--- src/sv/abs_pkg.sv ---
// Shared types and constants of the alternating-bit sender.
package abs_pkg;

  localparam int unsigned PAYLOAD_BYTES_DEF = 20;
  localparam logic [15:0] TIMEOUT_RESET = 16'd15;

  typedef enum logic [1:0] {
    CMD_MSG_BYTE = 2'd0,
    CMD_ACK_BYTE = 2'd1,
    CMD_TICK     = 2'd2
  } cmd_e;

  typedef enum logic [2:0] {
    KIND_PKT_BYTE    = 3'd0,
    KIND_ACK_OK      = 3'd1,
    KIND_ACK_CORRUPT = 3'd2,
    KIND_ACK_IGNORED = 3'd3,
    KIND_MSG_REFUSED = 3'd4
  } kind_e;

  typedef struct packed {
    cmd_e        command;
    logic [7:0]  data_byte;
    logic [7:0]  pkt_seq;
    logic [7:0]  pkt_ack;
    logic [15:0] pkt_checksum;
    logic        last;
  } in_req_t;

  typedef struct packed {
    kind_e       kind;
    logic [7:0]  out_byte;
    logic        out_seq;
    logic        out_ack;
    logic [15:0] out_checksum;
    logic        end_of_run;
  } out_rsp_t;

  typedef enum logic [2:0] {
    ST_IDLE = 3'b001,
    ST_FILL = 3'b010,
    ST_EMIT = 3'b100
  } state_e;

endpackage

--- src/sv/abs_ram.sv ---
// Generic single-write, single-read RAM with registered read data.
module abs_ram #(
  parameter int unsigned Width     = 8,
  parameter int unsigned Depth     = 20,
  parameter int unsigned AddrWidth = (Depth > 1) ? $clog2(Depth) : 1
) (
  input  logic                 clk_i,
  input  logic                 we_i,
  input  logic [AddrWidth-1:0] waddr_i,
  input  logic [Width-1:0]     wdata_i,
  input  logic                 re_i,
  input  logic [AddrWidth-1:0] raddr_i,
  output logic [Width-1:0]     rdata_o
);

  logic [Width-1:0] mem_q [Depth];
  logic [Width-1:0] rdata_q;

  always_ff @(posedge clk_i) begin
    if (we_i) begin
      mem_q[waddr_i] <= wdata_i;
    end
    if (re_i) begin
      rdata_q <= mem_q[raddr_i];
    end
  end

  assign rdata_o = rdata_q;

endmodule

--- src/sv/alternating_bit_sender.sv ---
// Top level of the alternating-bit sender: collector, ack checker, timer, packet emitter.
//
//   channel | direction | handshake               | payload
//   --------+-----------+-------------------------+------------------------
//   request | in        | in_valid_i / in_stall_o | in_req_i  (in_req_t)
//   result  | out       | out_valid_o/ out_stall_i| out_rsp_o (out_rsp_t)
//   config  | in        | cfg_we_i                | cfg_wdata_i (timeout)
//
// Message bytes, ack bytes and ticks are each accepted in ST_IDLE when the result register is free.
// A short message first zeroes each unfilled payload position of the store in ST_FILL.
// A packet run streams PayloadBytes bytes from the payload RAM, one per cycle while the result
// is not stalled, through its registered read port; no request is taken during the run.
// Reset clears all control state; the payload RAM is not cleared.
// A stalled result holds the result register and stalls the request side.
module alternating_bit_sender #(
  parameter int unsigned PayloadBytes = abs_pkg::PAYLOAD_BYTES_DEF
) (
  input  logic             clk_i,
  input  logic             rst_ni,
  input  logic             in_valid_i,
  output logic             in_stall_o,
  input  abs_pkg::in_req_t in_req_i,
  output logic             out_valid_o,
  input  logic             out_stall_i,
  output abs_pkg::out_rsp_t out_rsp_o,
  input  logic             cfg_we_i,
  input  logic [15:0]      cfg_wdata_i
);
  import abs_pkg::*;

  localparam int unsigned AddrW = (PayloadBytes > 1) ? $clog2(PayloadBytes) : 1;
  localparam int unsigned CntW  = $clog2(PayloadBytes + 1);
  localparam logic [CntW-1:0] PCount  = CntW'(PayloadBytes);
  localparam logic [CntW-1:0] LastIdx = CntW'(PayloadBytes - 1);

  state_e         state_q, state_d;
  logic [15:0]    timeout_q, timeout_d;
  logic           busy_q, busy_d;
  logic           next_bit_q, next_bit_d;
  logic           sent_bit_q, sent_bit_d;
  logic [15:0]    sent_sum_q, sent_sum_d;
  logic [15:0]    countdown_q, countdown_d;
  logic [CntW-1:0] load_idx_q, load_idx_d;
  logic [15:0]    msg_sum_q, msg_sum_d;
  logic           refusing_q, refusing_d;
  logic [15:0]    ack_sum_q, ack_sum_d;
  logic [CntW-1:0] issue_idx_q, issue_idx_d;
  logic           pend_q, pend_d;
  logic           pend_last_q, pend_last_d;
  logic           out_valid_q, out_valid_d;
  out_rsp_t       out_q, out_d;

  logic           accept, out_free, move, rd_en;
  logic           ram_we;
  logic [7:0]     ram_wdata, ram_rdata;
  logic           refusing_new, store_en;
  logic [CntW-1:0] li_new;
  logic [15:0]    msum_new, ack_sum_new, ack_calc;

  assign out_free   = !out_valid_q || !out_stall_i;
  assign in_stall_o = (state_q != ST_IDLE) || !out_free;
  assign accept     = in_valid_i && !in_stall_o;

  assign refusing_new = refusing_q || busy_q;
  assign store_en     = !refusing_new && (load_idx_q < PCount);
  assign li_new       = load_idx_q + CntW'(store_en);
  assign msum_new     = msg_sum_q + (store_en ? {8'd0, in_req_i.data_byte} : 16'd0);
  assign ack_sum_new  = ack_sum_q + {8'd0, in_req_i.data_byte};
  assign ack_calc     = ack_sum_new + {8'd0, in_req_i.pkt_seq} + {8'd0, in_req_i.pkt_ack};

  assign move  = (state_q == ST_EMIT) && pend_q && out_free;
  assign rd_en = (state_q == ST_EMIT) && (issue_idx_q != PCount) && (!pend_q || move);

  assign ram_we = (state_q == ST_FILL) ||
                  (accept && (in_req_i.command == CMD_MSG_BYTE) && store_en);
  assign ram_wdata = (state_q == ST_FILL) ? 8'd0 : in_req_i.data_byte;

  abs_ram #(
    .Width(8),
    .Depth(PayloadBytes)
  ) u_payload_ram (
    .clk_i  (clk_i),
    .we_i   (ram_we),
    .waddr_i(load_idx_q[AddrW-1:0]),
    .wdata_i(ram_wdata),
    .re_i   (rd_en),
    .raddr_i(issue_idx_q[AddrW-1:0]),
    .rdata_o(ram_rdata)
  );

  always_comb begin
    state_d     = state_q;
    timeout_d   = cfg_we_i ? cfg_wdata_i : timeout_q;
    busy_d      = busy_q;
    next_bit_d  = next_bit_q;
    sent_bit_d  = sent_bit_q;
    sent_sum_d  = sent_sum_q;
    countdown_d = countdown_q;
    load_idx_d  = load_idx_q;
    msg_sum_d   = msg_sum_q;
    refusing_d  = refusing_q;
    ack_sum_d   = ack_sum_q;
    issue_idx_d = issue_idx_q;
    pend_d      = pend_q;
    pend_last_d = pend_last_q;
    out_valid_d = out_valid_q && out_stall_i;
    out_d       = out_q;

    unique case (state_q)
      ST_IDLE: begin
        if (accept) begin
          out_d = '{kind: KIND_PKT_BYTE, out_byte: 8'd0, out_seq: 1'b0, out_ack: 1'b0,
                    out_checksum: 16'd0, end_of_run: 1'b0};
          unique case (in_req_i.command)
            CMD_MSG_BYTE: begin
              refusing_d = refusing_new;
              load_idx_d = li_new;
              msg_sum_d  = msum_new;
              if (in_req_i.last) begin
                msg_sum_d = 16'd0;
                if (refusing_new) begin
                  refusing_d  = 1'b0;
                  load_idx_d  = '0;
                  out_valid_d = 1'b1;
                  out_d.kind  = KIND_MSG_REFUSED;
                end else begin
                  sent_bit_d  = next_bit_q;
                  sent_sum_d  = msum_new + {14'd0, next_bit_q, 1'b0};
                  next_bit_d  = !next_bit_q;
                  busy_d      = 1'b1;
                  countdown_d = timeout_q;
                  issue_idx_d = '0;
                  pend_d      = 1'b0;
                  pend_last_d = 1'b0;
                  if (li_new < PCount) begin
                    state_d = ST_FILL;
                  end else begin
                    load_idx_d = '0;
                    state_d    = ST_EMIT;
                  end
                end
              end
            end
            CMD_ACK_BYTE: begin
              ack_sum_d = ack_sum_new;
              if (in_req_i.last) begin
                ack_sum_d   = 16'd0;
                out_valid_d = 1'b1;
                priority if (!busy_q) begin
                  out_d.kind = KIND_ACK_IGNORED;
                end else if (in_req_i.pkt_checksum != ack_calc) begin
                  out_d.kind = KIND_ACK_CORRUPT;
                end else if (in_req_i.pkt_ack == {7'd0, sent_bit_q}) begin
                  busy_d      = 1'b0;
                  countdown_d = 16'd0;
                  out_d.kind  = KIND_ACK_OK;
                end else begin
                  out_d.kind = KIND_ACK_IGNORED;
                end
              end
            end
            CMD_TICK: begin
              if (busy_q) begin
                if (countdown_q <= 16'd1) begin
                  countdown_d = timeout_q;
                  issue_idx_d = '0;
                  pend_d      = 1'b0;
                  pend_last_d = 1'b0;
                  state_d     = ST_EMIT;
                end else begin
                  countdown_d = countdown_q - 16'd1;
                end
              end
            end
            default: begin
            end
          endcase
        end
      end
      ST_FILL: begin
        if (load_idx_q == LastIdx) begin
          load_idx_d = '0;
          state_d    = ST_EMIT;
        end else begin
          load_idx_d = load_idx_q + CntW'(1);
        end
      end
      ST_EMIT: begin
        if (rd_en) begin
          issue_idx_d = issue_idx_q + CntW'(1);
          pend_last_d = (issue_idx_q == LastIdx);
        end
        pend_d = rd_en || (pend_q && !move);
        if (move) begin
          out_valid_d = 1'b1;
          out_d = '{kind: KIND_PKT_BYTE, out_byte: ram_rdata, out_seq: sent_bit_q,
                    out_ack: sent_bit_q, out_checksum: sent_sum_q, end_of_run: pend_last_q};
          if (pend_last_q) begin
            state_d = ST_IDLE;
          end
        end
      end
      default: begin
        state_d = ST_IDLE;
      end
    endcase
  end

  always_ff @(posedge clk_i or negedge rst_ni) begin
    if (!rst_ni) begin
      state_q     <= ST_IDLE;
      timeout_q   <= TIMEOUT_RESET;
      busy_q      <= 1'b0;
      next_bit_q  <= 1'b0;
      sent_bit_q  <= 1'b0;
      sent_sum_q  <= 16'd0;
      countdown_q <= 16'd0;
      load_idx_q  <= '0;
      msg_sum_q   <= 16'd0;
      refusing_q  <= 1'b0;
      ack_sum_q   <= 16'd0;
      issue_idx_q <= '0;
      pend_q      <= 1'b0;
      pend_last_q <= 1'b0;
      out_valid_q <= 1'b0;
    end else begin
      state_q     <= state_d;
      timeout_q   <= timeout_d;
      busy_q      <= busy_d;
      next_bit_q  <= next_bit_d;
      sent_bit_q  <= sent_bit_d;
      sent_sum_q  <= sent_sum_d;
      countdown_q <= countdown_d;
      load_idx_q  <= load_idx_d;
      msg_sum_q   <= msg_sum_d;
      refusing_q  <= refusing_d;
      ack_sum_q   <= ack_sum_d;
      issue_idx_q <= issue_idx_d;
      pend_q      <= pend_d;
      pend_last_q <= pend_last_d;
      out_valid_q <= out_valid_d;
    end
  end

  always_ff @(posedge clk_i) begin
    out_q <= out_d;
  end

  assign out_valid_o = out_valid_q;
  assign out_rsp_o   = out_q;

  // A packet run only happens while a packet is outstanding.
  a_emit_busy: assert property (@(posedge clk_i) disable iff (!rst_ni)
    (state_q == ST_EMIT) |-> busy_q)
    else $error("packet run while not busy");

  // The zero fill never walks past the end of the payload store.
  a_fill_range: assert property (@(posedge clk_i) disable iff (!rst_ni)
    (state_q == ST_FILL) |-> (load_idx_q < PCount))
    else $error("fill index out of range");

  // A pending read always belongs to an address already issued.
  a_pend_issued: assert property (@(posedge clk_i) disable iff (!rst_ni)
    pend_q |-> (issue_idx_q != '0))
    else $error("pending read without issued address");

  // Only packet bytes may mark the end of a run.
  a_end_kind: assert property (@(posedge clk_i) disable iff (!rst_ni)
    (out_valid_q && out_q.end_of_run) |-> (out_q.kind == KIND_PKT_BYTE))
    else $error("end of run on a status result");

  // Leaving a run back to idle happens exactly on its final byte.
  a_run_end: assert property (@(posedge clk_i) disable iff (!rst_ni)
    ((state_q == ST_EMIT) && (state_d == ST_IDLE)) |=> (out_valid_q && out_q.end_of_run))
    else $error("run ended without final byte");

endmodule
--- config.mk ---
export PLATFORM = sky130hd
export DESIGN_NAME = alternating_bit_sender
export DESIGN_NICKNAME = d
export VERILOG_FILES = /design/src/sv/abs_pkg.sv /design/src/sv/abs_ram.sv /design/src/sv/alternating_bit_sender.sv
export SDC_FILE = /design/constraint.sdc
export NUM_CORES = 1
export LEC_CHECK = 0
export BUFFER_PORTS_ARGS = -buffer_cell sky130_fd_sc_hd__buf_2
export CAP_MARGIN = 20
export CORE_AREA = 3 3 170 205
export DETAILED_ROUTE_END_ITERATION = 16
export DIE_AREA = 0 0 173 208
export SETUP_SLACK_MARGIN = 0.5
export SLEW_MARGIN = 5
export SYNTH_ARGS = -nofsm -noshare
export SYNTH_HDL_FRONTEND = slang
export SYNTH_SLANG_ARGS = --single-unit
--- constraint.sdc ---
create_clock -name clk_i -period 5.9 [get_ports clk_i]
set_clock_uncertainty 0.15 [all_clocks]
set_input_delay 0.295 -clock clk_i [delete_from_list [all_inputs] [get_ports clk_i]]
set_output_delay 0.295 -clock clk_i [all_outputs]
set_load 0.005 [all_outputs]
# [Word-level counts from Yosys, hierarchy flattened]
# Memory sizes are Yosys's and may differ from the RTL's. A register that Yosys moved wholly into a read port is not among the register bits.
# Index checks and enable logic that the tools add are counted.
[word_totals] reg_bits=130 ram_bits=160 inputBits=64 word_cells=178 mem_count=1
[op_classes] add_sub_neg=9 order_cmp=3 eq_ne=29 n_mux=75 bitwise=1 n_reduce_logical=39
[memory_table] name="u_payload_ram.mem_q" words=20 word_bits=8 read_ports=1 rd_ports_with_merged_regs=1 wr=1 line_no="abs_ram.sv:16" text="logic [Width-1:0] mem_q [Depth];"
[op_table] cell="$mux W16" n=10
[op_table] cell="$add A16 B8 Y16" n=4
[op_table] cell="$mux W30" n=2
[op_table] cell="$mux W5" n=12
[op_table] cell="$pmux W30 S2" n=1
[op_table] cell="$pmux W16 S3" n=1
[op_table] cell="$mux W3" n=11
[op_table] cell="$pmux W5 S2" n=3
[op_table] cell="$ne A2 B2 Y1 const B" n=12
[op_table] cell="$mux W1" n=20
[op_table] cell="$add A16 B2 Y16" n=1
[op_table] cell="$le A16 B1 Y1 const B" n=1
[op_table] cell="$mux W8" n=2
[op_table] cell="$ne A16 B16 Y1" n=1
[op_table] cell="$sub A16 B1 Y16 const B" n=1
[op_table] cell="$ne A3 B3 Y1 const B" n=4
[op_table] cell="$pmux W1 S2" n=6
[op_table] cell="$pmux W3 S2" n=2
[op_table] cell="$reduce_and A3 Y1" n=4
[op_table] cell="$add A5 B1 Y5 const B" n=2
[op_table] cell="$eq A5 B5 Y1 const B" n=2
[op_table] cell="$logic_and A1 B1 Y1" n=10
[op_table] cell="$lt A5 B5 Y1 const B" n=2
[op_table] cell="$reduce_and A10 Y1" n=1
[op_table] cell="24 further kinds" n=41

# [Depth between registers and ports, before layout]
# Gate-level depths: netlist of run 1.
[depth] word_depth=11 ltp_mapped=23 mapped_depth_nobuf=21

# [By module]
# From an unflattened synthesis of run 1, not the netlist that was laid out.
[hier_totals] cells_unflattened=1276 area_unflattened_um2=15283.4
[modules_own_cells] mod="alternating_bit_sender" instances=1 cells_each=968 area_per_inst_um2=8720.9
[modules_own_cells] mod="abs_ram" instances=1 cells_each=308 area_per_inst_um2=6562.5

# [Least setup slack after synthesis of run 1]
# No wires, ideal clock.
[synth_path] kind="reg2reg" from="register ack_sum_q[1]" to="register countdown_q[10]" setup_ps=125 t_arrival_ps=5055 required_ps=5625 slack_ps=570 stages_incl_launch_ff=23 path_buffers=2 period_less_slack_ps=5330 cell_sequence="dfrtp_1 ha_1 a211oi_1 o21ai_0 a21o_1 a21oi_1 xor2_1 fa_1 inv_1 ha_1 and2_1 o21ai_0 a21boi_0 nor4bb_1 a41o_1 xnor2_1 o2111a_1 o2111ai_1 o41a_1 nand2b_4 buf_6 buf_6 mux2_4"
[synth_via] elab_chain_len=6
[synth_rtl] element="from (decl)" line_no="alternating_bit_sender.sv:46" text="logic [15:0] ack_sum_q, ack_sum_d;"
[synth_rtl] element="from (signal assigned)" line_no="alternating_bit_sender.sv:237" text="ack_sum_q <= ack_sum_d;"
[synth_rtl] element="$add A16 B8 Y16" line_no="alternating_bit_sender.sv:68" text="assign ack_sum_new = ack_sum_q + {8'd0, in_req_i.data_byte};"
[synth_rtl] element="$add A16 B8 Y16 (2 in series)" line_no="alternating_bit_sender.sv:69" text="assign ack_calc = ack_sum_new + {8'd0, in_req_i.pkt_seq} + {8'd0, in_req_i.pkt_ack};"
[synth_rtl] element="$ne A16 B16 Y1" line_no="alternating_bit_sender.sv:151" text="end else if (in_req_i.pkt_checksum != ack_calc) begin"
[synth_rtl] element="$ne A2 B2 Y1 (no source line)"
[synth_rtl] element="$reduce_and A10 Y1 (no source line)"
[synth_rtl] element="to (signal assigned)" line_no="alternating_bit_sender.sv:233" text="countdown_q <= countdown_d;"
[synth_rtl] element="to (decl)" line_no="alternating_bit_sender.sv:42" text="logic [15:0] countdown_q, countdown_d;"
# Every way passes these cells.
# A chain may end at the register's enable or synchronous reset.

# [Worst setup path in the final report of run 1]
[layout_path] from="register ack_sum_q[1]" to="register countdown_q[12]"
# Same word-level chain as after synthesis.

==> metrics, run 1 <==
power density over cell area=~440 nW/um2; core area=33100 um2; part of the cycle the worst path needs=90.3%; Yosys warnings=0; area share of the largest cell type after synthesis=40.0%; number of filler instances in the final layout=around 2900; CTS tree=built; number of antenna violations at the first check in global routing=0; clock tree buffer depth=3; cell types occupying the most area after synthesis=sky130_fd_sc_hd__edfxtp_1, sky130_fd_sc_hd__dfrtp_1, sky130_fd_sc_hd__mux4_2, sky130_fd_sc_hd__ha_1, sky130_fd_sc_hd__o21ai_0; class of the tightest hold or removal check=primary input to register; initial drt markers=approximately 760; Post-Layout Cell Count=around 1800; total power=7.58 mW; most frequent cells in the layout=sky130_fd_sc_hd__edfxtp_1, sky130_fd_sc_hd__nand2_1, sky130_fd_sc_hd__dfrtp_1, sky130_fd_sc_hd__buf_2, sky130_fd_sc_hd__o21ai_0; number of routed nets with antenna violations=0; via count=a little under 10000; layout cells sized above 1=22.8%; most frequent standard cell in the layout excluding fill and tap cells=sky130_fd_sc_hd__edfxtp_1; EDFF count, synth=slightly below 200; overall die height=~210 um; post-layout minimum cycle time=approximately 5.3 ns; proportion of synthesized flip-flops having asynchronous set or reset=33.7%; proportion of synthesized chip area in sequential cells=57.0%; Max H-tree Level=1; Post-Synthesis Cell Area=about 15000 um2; clock insertion delay at the later pin of the skew report=0.58 ns; required time reported for the critical path endpoint=around 6.2 ns; clock net sink count=~300; number of cells produced by synthesis=1177; final WL=around 35000 um; Crit Reg-Reg Startpoint=ack_sum_q[1]; maximum number of pins on one net before global-route repair=between 50 and 60; number of inserted diodes=0; Setup crit start kind=register; number of port buffers=95; via-per-instance ratio=between 5 and 6; slew at the pin closest to its max-slew limit=1.06 ns; Layout Nets=between 1000 and 1500; VDD IR-drop max=a little over 200 uV; Ports=96; worst hold margin=approximately 0.028 ns; Worst Min Path Start=cfg_we_i; library cell occupying the most area in the post-synthesis netlist=sky130_fd_sc_hd__edfxtp_1; Post-Place Cells=roughly 1700; kind of critical path=register to register; clock slew at reported path FFs=roughly 0.06 ns; DRC violation count after routing=0; number of distinct library cell variants in the gate-level netlist after synthesis=77; gp weighted congestion=around 0.9; critical path fanouts, max=8; global-route congestion overflow total=0; core occupancy in the finished layout=a little over half; kind of end point of the critical path=register; total clock buffers created by CTS=31; sum of negative setup slack=0 ns; pins over their slew limit=0; origin of the worst setup path=ack_sum_q[1]; max-slew headroom at the worst pin=just under 30%; CTS Root Cell=sky130_fd_sc_hd__clkbuf_16; vias in the first global route=approximately 9800; highest clock frequency the design can meet=0.188 GHz; width of the chip=roughly 170 um; final hold viol count=0; Synth-to-Final Area Change=17.3%; endpoints failing setup=0; average cell area after synthesis=around 13 um2; Die ar.=36000 um2; Pleak=~6.8 nW; data arrival time of the critical path=5.63 ns; flops & latches, synth=297; result of the run=completed; standard-cell rows=73; HPWL reported at the end of detailed placement=23700 um; synthesized net count=between 1000 and 1500; routed length per instance=between 15 and 20 um; maximum capacitance violations=0; Initial Utilization=approximately 45%; number of optimization iterations in the first detailed-route pass=5; GRT Total Usage=a little under a fifth; Post-synth top flop=sky130_fd_sc_hd__edfxtp_1; setup repair after global routing missed its margin=true; global-route wire length before repair=54700 um
[stage by stage]
step	instance area (um2)	setup slack, ns
finish	17300	0.574
global route	17300	0.364
CTS	17100	0.505
detailed placement	15700	0.0456
global placement	15700	0.204
floorplan	14800	0.570
[state kept, by name, indices dropped and copies added, names as in the netlist]
signal and cells:
busy_q 1, pend_last_q 1, u_payload_ram.rdata_o 8, next_bit_q 1
state_q 3, load_idx_q 5, u_payload_ram.mem_q 160, out_rsp_o 29
countdown_q 16, msg_sum_q 16, pend_q 1, sent_sum_q 16
ack_sum_q 16, refusing_q 1, timeout_q 16, sent_bit_q 1
out_valid_o 1, issue_idx_q 5
[where the power goes]
group	internal, mW	switching (mW)
combinational	1.28	1.44
sequential	2.48	0.232
clock	1.33	0.820
total	5.09	2.49
[worst max-delay path: stages (launching register included)]
cell and delay, ns:
sky130_fd_sc_hd__dfrtp_1 0.43, sky130_fd_sc_hd__ha_4 0.27, sky130_fd_sc_hd__a211oi_4 0.28, sky130_fd_sc_hd__o21ai_2 0.11
sky130_fd_sc_hd__a21o_1 0.18, sky130_fd_sc_hd__a21oi_2 0.18, sky130_fd_sc_hd__xor2_2 0.11, sky130_fd_sc_hd__fa_1 0.41
sky130_fd_sc_hd__inv_1 0.06, sky130_fd_sc_hd__ha_1 0.27, sky130_fd_sc_hd__a21oi_2 0.23, sky130_fd_sc_hd__o211ai_1 0.12
sky130_fd_sc_hd__a21boi_4 0.16, sky130_fd_sc_hd__nor4bb_4 0.15, sky130_fd_sc_hd__a41o_1 0.28, sky130_fd_sc_hd__xnor2_2 0.21
sky130_fd_sc_hd__o2111a_1 0.26, sky130_fd_sc_hd__o2111ai_2 0.15, sky130_fd_sc_hd__o41a_1 0.57, sky130_fd_sc_hd__nand2b_4 0.28
sky130_fd_sc_hd__mux2_4 0.32
[synthesized netlist by cell type (5+ instances only)]
cell,number
sky130_fd_sc_hd__clkbuf_1,39
sky130_fd_sc_hd__o31ai_1,15
sky130_fd_sc_hd__dfrtp_1,95
sky130_fd_sc_hd__a21oi_1,39
sky130_fd_sc_hd__and3_1,42
sky130_fd_sc_hd__a211oi_1,6
sky130_fd_sc_hd__xnor2_1,38
sky130_fd_sc_hd__nand2_1,109
sky130_fd_sc_hd__nor3_1,14
sky130_fd_sc_hd__mux4_2,48
sky130_fd_sc_hd__o211ai_1,6
sky130_fd_sc_hd__a22o_1,8
sky130_fd_sc_hd__xor2_1,32
sky130_fd_sc_hd__buf_1,6
sky130_fd_sc_hd__a21o_1,9
sky130_fd_sc_hd__nand3_1,29
sky130_fd_sc_hd__ha_1,39
sky130_fd_sc_hd__nand2b_1,9
sky130_fd_sc_hd__o22ai_1,9
sky130_fd_sc_hd__inv_1,64
sky130_fd_sc_hd__and2_1,13
sky130_fd_sc_hd__o21ai_0,83
sky130_fd_sc_hd__or3_1,5
sky130_fd_sc_hd__nor2b_1,7
sky130_fd_sc_hd__nor2_1,78
sky130_fd_sc_hd__nand4_1,9
sky130_fd_sc_hd__edfxtp_1,197
sky130_fd_sc_hd__mux2_2,25
sky130_fd_sc_hd__a31oi_1,5
sky130_fd_sc_hd__fa_1,11
sky130_fd_sc_hd__dfstp_2,5
[kinds of logic after synthesis]
logic type,after synthesis,synth area share [%]
buf+inv,116,3.16
simple gates,345,11.5
mux,79,9.77
compound gates,218,9.33
fa+ha+maj,50,4.79
flops,297,57.0
xor+xnor,72,4.45
[routing by layer]
layer | wire, um | vias to the layer above | global-route usage [%]
met3 | 1560 | 56 | 3.09
met5 | 0 | - | 0
li1 | - | 4572 | -
met4 | 985 | 0 | 5.96
met1 | 14500 | 4793 | 24.3
met2 | 17700 | 217 | 33.4
[final timing paths]
check                                       end  cells past startpoint  slack (ns)
max in group asynchronous         msg_sum_q[11]                      3        4.28
worst max register to register  countdown_q[12]                     20        0.57
worst max-delay path            countdown_q[12]                     20        0.57
min in group asynchronous         timeout_q[14]                      2        0.13
worst min-delay path              timeout_q[12]                      3        0.03
worst min register to register    sent_sum_q[0]                      2        0.32
[cell type report]
cell class | count | area [um2] | share of cell area [%]
Sequential cell | 297 | 8430 | 48.6
Multi-Input combinational cell | 765 | 6120 | 35.3
Clock buffer | 43 | 861 | 4.97
Timing Repair Buffer | 138 | 853 | 4.92
Tap cell | 450 | 563 | 3.25
Clock inverter | 15 | 269 | 1.55
Inverter | 64 | 240 | 1.39
[repair_timing]
action,CTS,global route
gates cloned,1,0
pin swaps,4,26
resized for setup,10,36
endpoints found under the hold margin,60,0
setup endpoints to repair,17,17
setup buffers,4,7
hold buffers,21,0
No activity file was read; power rests on OpenSTA's default activity.
==> run 2, diff against run 1 <==
--- a/config.mk
+++ b/config.mk
@@ -8,6 +8,7 @@
 export BUFFER_PORTS_ARGS = -buffer_cell sky130_fd_sc_hd__buf_2
 export CAP_MARGIN = 20
 export CORE_AREA = 3 3 170 205
+export CTS_CLUSTER_SIZE = 10
 export DETAILED_ROUTE_END_ITERATION = 16
 export DIE_AREA = 0 0 173 208
 export SETUP_SLACK_MARGIN = 0.5
==> constraint.sdc (replaced) <==
create_clock -name clk_i -period 5.9 [get_ports clk_i]
set_clock_uncertainty 0.15 [all_clocks]
set_input_delay 0.59 -clock clk_i [delete_from_list [all_inputs] [get_ports clk_i]]
set_output_delay 0.59 -clock clk_i [all_outputs]
set_load 0.005 [all_outputs]
==> metrics, run 2 (synthesis results as in run 1) <==
Ports=96 (unchanged); max-slew headroom at the worst pin=34.8% (+6.0 points); maximum capacitance violations=0 (unchanged); final hold viol count=0 (unchanged); CP cell instances=ha_1, a211oi_2, o21ai_2, a21o_1, a21oi_1, xor2_1, fa_1, inv_1, ha_4, and2_4, a22o_1, a311o_1, nand4_2, or3_1, a211oi_2, o2111ai_2, o41a_1, nand2b_4, mux2_4; part of the cycle the worst path needs=88.3% (-1.9 points); Crit Reg-Reg Startpoint=ack_sum_q[1]; worst slack at placement=0.187 ns (+0.141 ns); post-layout minimum cycle time=5.21 ns (-0.113 ns); clock net sink count=297 (unchanged); HPWL reported at the end of detailed placement=23900 um (+0.70%); P_int=4.83 mW (-5.1%); Worst Min Path Start=cfg_wdata_i[12]; Initial Utilization=44.7% (unchanged); fraction of power consumed by the clock network=27.2% (-1.1 points); global-route wire length before repair=54900 um (+0.29%); Die ar.=36000 um2 (unchanged); number of port buffers=95 (unchanged); critical path fanouts, max=8 (unchanged); worst stage delay on the critical path=0.52 ns (-0.05 ns); gp weighted congestion=0.843 (-4.8%); Seq pwr share=37.3% (+1.5 points); total clock buffers created by CTS=36 (+16%); power density over cell area=431 nW/um2 (-1.4%); number of flip-flops in the largest register=160 (unchanged); number of cells on the worst reg-to-reg path=19 (-5.0%); standard-cell rows=73 (unchanged); cell class contributing the biggest share of worst-path delay=compound AO/OA/AOI/OAI gates; kind of end point of the critical path=register; net switching component of the power=2.47 mW (-0.85%); clock insertion delay at the later pin of the skew report=0.53 ns (-0.05 ns); buffer and inverter count on the worst path=1 (unchanged); class of the tightest hold or removal check=primary input to register; most frequent cells in the layout=sky130_fd_sc_hd__edfxtp_1, sky130_fd_sc_hd__nand2_1, sky130_fd_sc_hd__dfrtp_1, sky130_fd_sc_hd__buf_2, sky130_fd_sc_hd__o21ai_0; kind of critical path=register to register; clock slew at reported path FFs=0.06 ns (about the same); sum of negative setup slack=0 ns (unchanged); highest clock frequency the design can meet=0.192 GHz (+2.2%); data arrival time of the critical path=5.48 ns (-0.15 ns); CTS Root Cell=sky130_fd_sc_hd__clkbuf_16; core occupancy in the finished layout=51.2% (-1.2 points); GRT Total Usage=19.1% (+0.034 points); width of the chip=173 um (unchanged); number of optimization iterations in the first detailed-route pass=5 (unchanged); number of inserted diodes=0 (unchanged); Setup crit start kind=register; worst hold margin=0.116 ns (+0.0880 ns); Gate power share=35.6% (-0.2 points); Pleak=6.63 nW (-2.3%); number of antenna violations at the first check in global routing=0 (unchanged); layout cells sized above 1=21.2% (-1.6 points); register with the most flip-flops=u_payload_ram.mem_q; worst hold stages=3 (unchanged); Post-Layout Cell Count=1747 (-1.4%); most frequent standard cell in the layout excluding fill and tap cells=sky130_fd_sc_hd__edfxtp_1; slowest stage cell, crit path=sky130_fd_sc_hd__o41a_1; required time reported for the critical path endpoint=6.17 ns (-0.04 ns); Max H-tree Level=2 (+1); placed cell area=15700 um2 (+0.10%); result of the run=completed; via count=9570 (-0.71%); Synth-to-Final Area Change=14.5%; via-per-instance ratio=5.48 (+0.72%); Layout Nets=1392 (-1.3%); VDD IR-drop max=231 uV (+13%); global-route congestion overflow total=0 (unchanged); vias in the first global route=9740 (-0.43%); pins over their slew limit=0 (unchanged); core area=33100 um2 (unchanged); worst setup slack after layout=0.687 ns (+0.113 ns); Post-Place Cells=1682 (+0.059%); number of routed nets with antenna violations=0 (unchanged); total power=7.30 mW (-3.7%); setup repair after global routing missed its margin=false; maximum number of pins on one net before global-route repair=64 (+10%); DRC violation count after routing=0 (unchanged); post-route design area=16900 um2 (-2.4%); CTS tree=built; final WL=34700 um (-0.36%); stages on the worst setup path=19 (-5.0%); critical path's most frequent cell=sky130_fd_sc_hd__a211oi_2; switching share of power=33.8% (+0.97 points); endpoints failing setup=0 (unchanged); overall die height=208 um (unchanged); initial drt markers=641 (-15%); routed length per instance=19.8 um (+1.1%); clock tree buffer depth=3 (unchanged); slew at the pin closest to its max-slew limit=0.975 ns (-0.0888 ns); origin of the worst setup path=ack_sum_q[1]
==> run 2: changes by cell type in the layout (fill, tap and decap cells not counted), sizes merged <==
cell	previous run	this run
dlygate4sd3	21	1
bufinv	7	0
clkbuf	43	51
buf	117	113
clkinvlp	2	0
==> run 2: path summary, 6_finish.rpt <==
check | slack (ns) | end
worst max-delay path | 0.69 | countdown_q[10]
worst min-delay path | 0.12 | timeout_q[12]
worst max register to register | 0.69 | countdown_q[10]
worst min register to register | 0.33 | sent_sum_q[5]
max in group asynchronous | 3.89 | msg_sum_q[5]
min in group asynchronous | 0.42 | countdown_q[12]
==> run 2: worst min-delay path, cell delays in order <==
cell	delay, ns
sky130_fd_sc_hd__buf_2	0.07
sky130_fd_sc_hd__nand2_1	0.04
sky130_fd_sc_hd__o21ai_0	0.06
==> run 2: area by class of cell <==
cell class / count / area [um2]
clock buffers: 51 / 957
clock inverters: 6 / 82.6
fillers: 2916 / 16100
inverters: 64 / 240
multi-input cells: 765 / 6030
flip-flops and latches: 297 / 8430
well taps: 450 / 563
repair buffers: 114 / 623
==> run 2: routing by layer <==
layer  up-vias  routed length [um]  part of all wire (%)  track usage (%)
met4         0                 831                   2.4             5.37
met1      4774               14500                    42             24.8
met5         -                   0                     0                0
met3        56                1490                   4.3             2.96
met2       198               17800                    51             33.2
li1       4542                   -                     -                -
==> run 2: what timing repair did <==
action / CTS / global route
setup buffers: 0 / 6
gates resized for setup: 0 / 22
setup endpoints to repair: 0 / 17
hold buffers: 1 / 0
hold endpoints to repair: 33 / 0
==> run 2: power by group through the flow <==
| stage | clock network [mW] | registers (mW) | logic (mW) |
|---|---|---|---|
| global placement | 0 | 2.75 | 2.35 |
| floorplan | 0 | 2.65 | 1.86 |
| global route | 2.12 | 2.76 | 2.88 |
| finish | 1.98 | 2.72 | 2.59 |
| detailed placement | 0 | 2.76 | 2.39 |
| CTS | 2.03 | 2.72 | 2.40 |
